File: src/hfau_pkg.sv
// Package for the half-precision arithmetic unit: opcodes and widths.
// Used by the top level and the arithmetic core.
package hfau_pkg;
  localparam logic [2:0] OP_ADD = 3'd0;
  localparam logic [2:0] OP_SUB = 3'd1;
  localparam logic [2:0] OP_MUL = 3'd2;
  localparam logic [2:0] OP_DIV = 3'd3;
  localparam logic [2:0] OP_I2H = 3'd4;
  localparam logic [2:0] OP_H2I = 3'd5;
  localparam logic [15:0] NAN_OUT = 16'h7FFF;
  localparam logic [14:0] EXP_ONES = 15'h7C00;
  localparam int QUO_BITS = 24;
endpackage

File: src/hfau_core.sv
// Pipelined arithmetic core of the half-precision unit.
// Depends on hfau_pkg. Stage advance is controlled by en from the top level.
module hfau_core
  import hfau_pkg::*;
(
  input  logic        clk,
  input  logic        rst,
  input  logic        en,
  input  logic        in_valid,
  input  logic [2:0]  op_in,
  input  logic [15:0] a_in,
  input  logic [15:0] b_in,
  output logic        out_valid,
  output logic [15:0] res_out
);
  // Stage 0: decode and special cases.
  logic [1:0] vld;
  logic [2:0] op0;
  logic [15:0] a0, b0;
  logic done0;
  logic [15:0] r0;
  logic [10:0] ma0, mb0;
  logic signed [7:0] e0;

  logic [15:0] ain, bin;
  logic za, zb, ba, bb;
  logic [10:0] mai, mbi;
  logic [5:0] eaa, eba;
  always_comb begin
    ain = a_in;
    bin = (op_in == OP_SUB) ? (b_in ^ 16'h8000) : b_in;
    za = ain[14:0] == 15'd0;
    zb = bin[14:0] == 15'd0;
    ba = ain[14:10] == 5'h1F;
    bb = bin[14:10] == 5'h1F;
    mai = {ain[14:10] != 5'd0, ain[9:0]};
    mbi = {bin[14:10] != 5'd0, bin[9:0]};
    eaa = (ain[14:10] == 5'd0) ? 6'd1 : {1'b0, ain[14:10]};
    eba = (bin[14:10] == 5'd0) ? 6'd1 : {1'b0, bin[14:10]};
  end

  logic d_done;
  logic [15:0] d_r;
  always_comb begin
    d_done = 1'b1;
    d_r = 16'd0;
    case (op_in)
      OP_ADD, OP_SUB: begin
        if (za) d_r = zb ? 16'd0 : bin;
        else if (zb) d_r = ain;
        else if (ba || bb) d_r = NAN_OUT;
        else d_done = 1'b0;
      end
      OP_MUL: begin
        if (ba || bb) d_r = NAN_OUT;
        else if (za || zb) d_r = 16'd0;
        else d_done = 1'b0;
      end
      OP_DIV: begin
        if (ba || bb || (za && zb)) d_r = NAN_OUT;
        else if (zb) d_r = {ain[15] ^ bin[15], EXP_ONES};
        else if (za) d_r = 16'd0;
        else d_done = 1'b0;
      end
      OP_I2H: begin
        if (ain == 16'd0) d_r = 16'd0;
        else d_done = 1'b0;
      end
      OP_H2I: d_done = 1'b0;
      default: d_r = 16'd0;
    endcase
  end

  // Stage 1 state: swapped operands / multiplier operands / dividend.
  logic [2:0] op1;
  logic done1;
  logic [15:0] r1;
  logic sg1;
  logic signed [7:0] e1;
  logic [10:0] m1a, m1b;
  logic [5:0] dif1;
  logic [15:0] ai1;
  logic [23:0] num1;

  always_ff @(posedge clk) begin
    if (rst) vld[0] <= 1'b0;
    else if (en) vld[0] <= in_valid;
    if (en) begin
      op0 <= op_in; a0 <= ain; b0 <= bin; done0 <= d_done; r0 <= d_r;
      ma0 <= mai; mb0 <= mbi;
      e0 <= $signed({2'b0, eaa}) - $signed({2'b0, eba});
    end
  end

  // Stage 1: operand ordering for add; dividend setup for divide.
  logic swp;
  logic [10:0] ma_s, mb_s;
  logic [15:0] hi_s;
  logic [5:0] ea_s, eb_s;
  always_comb begin
    swp = a0[14:0] < b0[14:0];
    hi_s = swp ? b0 : a0;
    ma_s = swp ? mb0 : ma0;
    mb_s = swp ? ma0 : mb0;
    ea_s = (hi_s[14:10] == 5'd0) ? 6'd1 : {1'b0, hi_s[14:10]};
    eb_s = ((swp ? a0[14:10] : b0[14:10]) == 5'd0) ? 6'd1
           : {1'b0, (swp ? a0[14:10] : b0[14:10])};
  end

  always_ff @(posedge clk) begin
    if (rst) vld[1] <= 1'b0;
    else if (en) vld[1] <= vld[0];
    if (en) begin
      op1 <= op0; done1 <= done0; r1 <= r0; ai1 <= a0;
      case (op0)
        OP_ADD, OP_SUB: begin
          sg1 <= (a0[15] != b0[15] && swp) ? ~a0[15] : a0[15];
          m1a <= ma_s; m1b <= mb_s; dif1 <= ea_s - eb_s;
          e1 <= {3'b0, hi_s[14:10]};
        end
        default: begin
          sg1 <= a0[15] ^ b0[15];
          m1a <= ma0; m1b <= mb0;
          dif1 <= 6'd0;
          e1 <= (op0 == OP_MUL)
                ? $signed({2'b0, ((a0[14:10] == 5'd0) ? 6'd1 : {1'b0, a0[14:10]})})
                  + $signed({2'b0, ((b0[14:10] == 5'd0) ? 6'd1 : {1'b0, b0[14:10]})})
                  - 8'sd15
                : e0 + 8'sd15;
        end
      endcase
      num1 <= {ma0, 13'd0} + {14'd0, mb0[10:1]};
    end
  end

  // Sign equality of the add is carried through a dedicated register.
  logic same_q1;
  always_ff @(posedge clk) begin
    if (en) same_q1 <= ~(a0[15] ^ b0[15]);
  end

  // Stage 2: add/sub core, product, or divide start.
  logic [11:0] addv;
  logic [15:0] subv;
  logic [11:0] m2sh;
  always_comb begin
    m2sh = (dif1 >= 6'd32) ? 12'd0 : ({1'b0, m1b} >> dif1);
    addv = {1'b0, m1a} + m2sh;
    subv = {4'd0, m1a, 1'b0} -
           ((dif1 >= 6'd32) ? 16'd0 : ({4'd0, m1b, 1'b0} >> dif1));
  end

  // Divider: restoring, one quotient bit per stage. Entry 0 is the stage 2 register.
  localparam int DQ = QUO_BITS;
  logic [DQ:0] dvld;
  logic [2:0] dop [DQ+1];
  logic ddone [DQ+1];
  logic [15:0] dr [DQ+1];
  logic dsg [DQ+1];
  logic signed [7:0] de [DQ+1];
  logic [21:0] dv [DQ+1];
  logic [11:0] same_add [DQ+1];
  logic dsame [DQ+1];
  logic [15:0] dai [DQ+1];
  logic [11:0] drem [DQ+1];
  logic [23:0] dnum [DQ+1];
  logic [DQ-1:0] dquo [DQ+1];
  logic [10:0] dden [DQ+1];

  always_ff @(posedge clk) begin
    if (rst) dvld[0] <= 1'b0;
    else if (en) dvld[0] <= vld[1];
    if (en) begin
      dop[0] <= op1; ddone[0] <= done1; dr[0] <= r1; dsg[0] <= sg1; de[0] <= e1;
      dai[0] <= ai1; dden[0] <= m1b; dnum[0] <= num1;
      same_add[0] <= addv; dsame[0] <= same_q1;
      drem[0] <= 12'd0; dquo[0] <= '0;
      case (op1)
        OP_ADD, OP_SUB: dv[0] <= {6'd0, subv};
        OP_MUL: dv[0] <= {11'd0, m1a} * {11'd0, m1b};
        default: dv[0] <= 22'd0;
      endcase
    end
  end

  for (genvar k = 0; k < DQ; k++) begin : g_div
    logic [12:0] t;
    logic [11:0] rm;
    assign t = {drem[k], dnum[k][DQ-1-k]};
    assign rm = t[11:0];
    always_ff @(posedge clk) begin
      if (rst) dvld[k+1] <= 1'b0;
      else if (en) dvld[k+1] <= dvld[k];
      if (en) begin
        dop[k+1] <= dop[k]; ddone[k+1] <= ddone[k]; dr[k+1] <= dr[k];
        dsg[k+1] <= dsg[k]; de[k+1] <= de[k]; dv[k+1] <= dv[k];
        same_add[k+1] <= same_add[k]; dsame[k+1] <= dsame[k]; dai[k+1] <= dai[k];
        dnum[k+1] <= dnum[k]; dden[k+1] <= dden[k];
        if (t >= {2'b0, dden[k]}) begin
          drem[k+1] <= 12'(t - {2'b0, dden[k]});
          dquo[k+1] <= {dquo[k][DQ-2:0], 1'b1};
        end else begin
          drem[k+1] <= rm;
          dquo[k+1] <= {dquo[k][DQ-2:0], 1'b0};
        end
      end
    end
  end

  // Final stage: normalization and packing for every operation.
  function automatic logic [4:0] lzc16(input logic [15:0] x);
    logic [4:0] n;
    n = 5'd16;
    for (int i = 0; i < 16; i++) if (x[i]) n = 5'(15 - i);
    return n;
  endfunction
  function automatic logic [4:0] lzc24(input logic [23:0] x);
    logic [4:0] n;
    n = 5'd24;
    for (int i = 0; i < 24; i++) if (x[i]) n = 5'(23 - i);
    return n;
  endfunction

  logic [2:0] fo;
  logic fd, fs, fsame;
  logic [15:0] fr, fa;
  logic signed [7:0] fe;
  logic [21:0] fv;
  logic [11:0] fadd;
  logic [23:0] fq;
  assign fo = dop[DQ]; assign fd = ddone[DQ]; assign fr = dr[DQ];
  assign fs = dsg[DQ]; assign fe = de[DQ]; assign fv = dv[DQ];
  assign fadd = same_add[DQ]; assign fsame = dsame[DQ]; assign fa = dai[DQ];
  assign fq = dquo[DQ];

  logic [15:0] res_c;
  always_comb begin
    logic signed [9:0] e;
    logic [23:0] v;
    logic [15:0] m;
    logic [4:0] lz;
    logic [16:0] iv;
    logic signed [6:0] s;
    e = 10'(fe); v = '0; m = '0; lz = '0; iv = '0; s = '0;
    res_c = 16'd0;
    case (fo)
      OP_ADD, OP_SUB: begin
        if (fsame) begin
          m = {4'd0, fadd};
          if (fadd[11]) begin m = m >> 1; e = e + 10'sd1; end
          if (e == 0 && m[10]) e = 10'sd1;
        end else begin
          m = fv[15:0];
          lz = lzc16({m[11:0], 4'hF} & 16'hFFF0);
          // Shift up to bring the top bit to position 11, limited by the exponent.
          // A zero difference always runs the exponent down to zero.
          if (m[11]) ;
          else if (m != 16'd0 && e > 10'(lz)) begin
            m = (m << lz) & 16'hFFFF; e = e - 10'(lz);
          end else if (e > 0) begin
            m = (m << (e - 10'sd1)) & 16'hFFFF; e = 10'sd0;
          end
          m = m >> 1;
        end
        if (e >= 10'sd31) res_c = {fs, EXP_ONES};
        else res_c = {fs, e[4:0], m[9:0]};
      end
      OP_MUL: begin
        v = {2'd0, fv};
        if (fv[21]) begin v = v >> 11; e = e + 10'sd1; end
        else if (fv[20]) v = v >> 10;
        else begin
          e = e - 10'sd10;
          lz = lzc24(v);
          if (v >= 24'd2048) begin
            v = v >> (5'd13 - lz); e = e + 10'(5'd13 - lz);
          end
        end
        if (e <= 0) begin
          v = ((10'sd1 - e) >= 10'sd32) ? 24'd0 : v >> (10'sd1 - e); e = 0;
          res_c = {fs, 5'd0, v[9:0]};
        end else if (e >= 10'sd31) res_c = {fs, EXP_ONES};
        else res_c = {fs, e[4:0], v[9:0]};
      end
      OP_DIV: begin
        v = fq;
        if (v != 0) begin
          lz = lzc24(v);
          // v < 8192 means lz > 10
          if (lz > 5'd10) begin
            if (e > $signed(10'(lz - 5'd10))) begin
              v = v << (lz - 5'd10); e = e - 10'(lz - 5'd10);
            end else if (e > 0) begin
              v = v << e; e = 0;
            end
          end else if (lz < 5'd10) begin
            v = v >> (5'd10 - lz); e = e + 10'(5'd10 - lz);
          end
          if (e <= 0) begin
            v = ((10'sd1 - e) >= 10'sd32) ? 24'd0 : v >> (10'sd1 - e); e = 0;
            v = v >> 3;
            res_c = {fs, 5'd0, v[9:0]};
          end else if (e >= 10'sd31) res_c = {fs, EXP_ONES};
          else begin v = v >> 3; res_c = {fs, e[4:0], v[9:0]}; end
        end
      end
      OP_I2H: begin
        iv = fa[15] ? 17'(17'h10000 - {1'b0, fa}) : {1'b0, fa};
        lz = lzc24({7'd0, iv});
        // The leading one lands on bit 10, so the exponent is 15 plus its position.
        e = 10'sd38 - 10'(lz);
        if (lz < 5'd13) iv = iv >> (5'd13 - lz);
        else iv = iv << (lz - 5'd13);
        if (e >= 10'sd31) res_c = {fa[15], EXP_ONES};
        else res_c = {fa[15], e[4:0], iv[9:0]};
      end
      OP_H2I: begin
        m = {5'd0, fa[14:10] != 5'd0, fa[9:0]};
        s = 7'({2'b0, fa[14:10]}) - 7'sd25;
        if (s > 0) m = m << s[2:0];
        else if (s < 0) m = m >> (-s);
        if (fa[15]) m = 16'(17'h10000 - {1'b0, m});
        res_c = m;
      end
      default: res_c = 16'd0;
    endcase
    if (fd) res_c = fr;
  end

  always_ff @(posedge clk) begin
    if (rst) out_valid <= 1'b0;
    else if (en) out_valid <= dvld[DQ];
    if (en) res_out <= res_c;
  end
endmodule

File: config.mk
export PLATFORM = sky130hd
export DESIGN_NAME = hfau_core
export DESIGN_NICKNAME = d
export VERILOG_FILES = /design/src/hfau_pkg.sv /design/src/hfau_core.sv
export SDC_FILE = /design/constraint.sdc
export NUM_CORES = 2
export LEC_CHECK = 0
export BUFFER_PORTS_ARGS = -buffer_cell sky130_fd_sc_hd__buf_2
export CORE_MARGIN = 5
export CORE_UTILIZATION = 35
export DETAILED_ROUTE_END_ITERATION = 10
export GPL_TIMING_DRIVEN = 0
export PLACE_DENSITY_LB_ADDON = 0.25
export SYNTH_ARGS = -nofsm -noshare
export SYNTH_HDL_FRONTEND = slang
export SYNTH_SLANG_ARGS = --single-unit
File: constraint.sdc
create_clock -name clk -period 10.14 [get_ports clk]
set_clock_uncertainty 0.1 [all_clocks]
set_input_delay 2.028 -clock clk [delete_from_list [all_inputs] [get_ports clk]]
set_output_delay 2.028 -clock clk [all_outputs]
set_load 0.005 [all_outputs]
==> out/qor.yml <==
outcome: "complete, no violations"
period_share_pct: 95.9
insertion_delay_ns: 0.89
first_global_vias: 76037
vias: 75045
finalNetCount: 10234
grt_usage_pct: 15.2
routed_wl_mm: 312
synth_area_per_cell_um2: 14.7
rsz0062_at_grt: "no"
crit_slowest_cell: "clkbuf_1"
layoutNonFillerInstCount: 15121
drive_gt1_share_pct: 8.37
root_buffer: "clkbuf_16"
whs_path_depth: 0
synth_top_area_share_pct: 70.4
layout_common_cells: "3196 x edfxtp_1, 613 x inv_1, 519 x nand2_1, 517 x nor2_1, 514 x a21oi_1"
syn_to_final_growth_pct: 13.0
slew_headroom_pct: 8.04
yosys_warnings: 0
setup-violations-final: 0
hold_class: "register to register"
floorplan.initialDensity_pct: 35.1
synth_top_cell_by_area: "edfxtp_1"
seq_area_um2: 96600
multiInputGateArea_um2: 35900
core_area_um2: 389000
clk_pin_slew_ns: 0.06
ctsHtreeMaxLevel: 5
holdBufCountCts: 0
dpl_cell_area_um2: 144000
p_per_area_nw_per_um2: 227
cp.arrival_ns: 10.28
wl_per_cell_um: 20.7
drc: 0
drtIter0Drc: 5483
numCtsBuffers: 324
synthesis.area_um2: 136000
path_common_cell: "clkbuf_1"
gr-total-overflow: 0
die_area_um2: 402000
r2r_cells: 23
period_minus_slack_ns: 9.73
ys_types: 110
hold_viol_final: 0
antenna_found_initial: 15
num_rows: 229
cp_cell_sequence: "clkbuf_2 > o31a_1 > o21ai_1 > a21oi_4 > nor2_1 > clkbuf_1 > clkbuf_1 > ha_1 > inv_1 > ha_1 > nand4_1 > o211a_1 > o21ai_2 > nor2_2 > clkbuf_1 > nand3_1 > o22a_1 > a211oi_1 > mux2i_1 > o22a_1 > o21ai_0 > o211ai_1 > a21oi_1"
ys_seq_area_share_pct: 70.9
dpl.cell_count: 14528
grt_pass1_wl_mm: 475
fmax_mhz: 103
path_class: "register to register"
final_common_cell: "edfxtp_1"
synth_enable_flop_cells: 3196
ys_seq_elements: 3225
critical_path.max_fanout: 14
drt_first_pass_iters: 6
cts_tree: "done"
cp.required_ns: 10.69
worstSetupStartpointType: "register"
vdd_drop_max_mv: 0.151
synth_nets: 9832
grt_max_degree: 188
portBuffers: 54
max-cap-violations: 0
drv_slew: 0
die_h_um: 634
worstSetupEndpointType: "register"
place.gp.congestion: 0.924
synth-main-ff-cell: "edfxtp_1"
worstMarginPinSlew_ns: 1.37
synthCells: 9257
power_leakage_nw: 54.9
die_w_um: 634
synth.area.top_cells: "edfxtp_1 70%, ha_1 3.9%, a21oi_1 1.9%, inv_1 1.7%, fa_1 1.6%"
post-dp-hpwl_mm: 228
ant_nets: 0
pin_count: 56
num-fill-cells: 35900
finalInstanceArea_um2: 154000
cts_buffer_depth: 4
cts_sinks: 3225
slowest_delay_ns: 0.94
synthArstFlopShare_pct: 0
routed_via_density: 4.96
==> synthesized netlist by cell type (25+ instances only) <==
| library cell | count |
|---|---|
| a221oi_1 | 44 |
| o21bai_1 | 63 |
| nor2_1 | 520 |
| inv_1 | 613 |
| or3_1 | 38 |
| a21o_1 | 133 |
| o31ai_1 | 51 |
| and2_1 | 122 |
| mux2i_1 | 147 |
| nand2_1 | 519 |
| edfxtp_1 | 3196 |
| o21ai_0 | 432 |
| fa_1 | 111 |
| o21a_1 | 33 |
| a21oi_1 | 515 |
| o221ai_1 | 27 |
| o22ai_1 | 50 |
| clkbuf_1 | 321 |
| ha_1 | 425 |
| buf_1 | 34 |
| a211oi_1 | 91 |
| a31oi_1 | 57 |
| nor3_1 | 123 |
| xnor2_1 | 221 |
| mux4_2 | 33 |
| nand2b_1 | 112 |
| nor3b_1 | 25 |
| or4_1 | 41 |
| nor2b_1 | 93 |
| dfxtp_1 | 29 |
| nor4_1 | 38 |
| nand4_1 | 74 |
| xor2_1 | 74 |
| o211ai_1 | 62 |
| mux2_2 | 101 |
| or2_2 | 43 |
| and3_1 | 41 |
| nand3_1 | 155 |
==> routing by layer <==
metal  GRT usage, %  wire length, um
met5              0               11
met4           5.41            11600
met3           1.94            12700
met2           25.7           151000
met1           20.3           137000
==> logic make-up after synthesis <==
kind of cell,count (synthesis),synth area share [%]
AO/OA/AOI/OAI,1894,9.09
XOR/XNOR,295,1.90
adder cells (fa/ha/maj),536,5.53
buffers and inverters,1009,2.82
flip-flops,3225,70.9
multiplexers,281,2.46
AND/OR/NAND/NOR,2017,7.33
==> final cells by class <==
cell class,instances,share of cell area (%)
inverter,626,1.53
clock buffer,400,5.48
timing repair buffer,76,0.519
sequential,3225,62.7
clock inverter,186,1.19
antenna,5,0.00813
multi-input combinational,5023,23.3
tap,5197,4.22
buffer,383,0.987
==> per-stage QoR <==
step | TNS, ns | setup WS, ns | power [mW] | util, % | hold slack [ns]
CTS | 0 | 0.111 | 35.4 | 39.6 | 0.262
global route | 0 | 0.0423 | 36.9 | 39.6 | 0.276
global placement | - | -38.48 | 24.6 | 36.8 | 0.300
detailed placement | -9.28 | -1.13 | 23.8 | 37.0 | 0.305
finish | 0 | 0.411 | 35.0 | 39.6 | 0.273
floorplan | 0 | 2.65 | 21.7 | - | 0.300
==> flip-flops by register name (all words and copies together) (netlist names), 75 cells and up <==
register and count:
dai 400, dden 264, de 200, dnum 196
dop 75, dquo 300, dr 400, drem 276
dv 550, same_add 300
==> report_power, final <==
group | total, mW | internal (mW) | switching (mW)
Combinational | 6.74 | 2.74 | 4.00
Clock | 11.4 | 6.51 | 4.89
Sequential | 16.8 | 16.3 | 0.551
Total | 35.0 | 25.5 | 9.45
==> worst max-delay path: cells and delay by family (launching register included) <==
family                   cells  cell delay, ns
flip-flops                   1            0.37
buffers and inverters        5            2.66
multiplexers                 1            0.34
adder cells (fa/ha/maj)      2            0.87
AND/OR/NAND/NOR              4            1.56
AO/OA/AOI/OAI               11            3.57
==> worst paths after layout <==
path | from | end | slack (ns)
setup / recovery | dquo[1][194] | res_out[8] | 0.41
setup reg to reg | dquo[1][194] | res_out[8] | 0.41
hold / removal | de[1][6] | de[1][14] | 0.27
hold reg to reg | de[1][6] | de[1][14] | 0.27
==> timing repair <==
| item | 4_1_cts | 5_1_grt |
|---|---|---|
| pin swaps | 1 | 1 |
| setup buffers | 1 | 1 |
| gates resized for setup | 9 | 12 |
| endpoints found under the setup margin | 15 | 14 |
| endpoints found under the hold margin | 0 | 0 |
No activity file was read; power rests on OpenSTA's default activity.
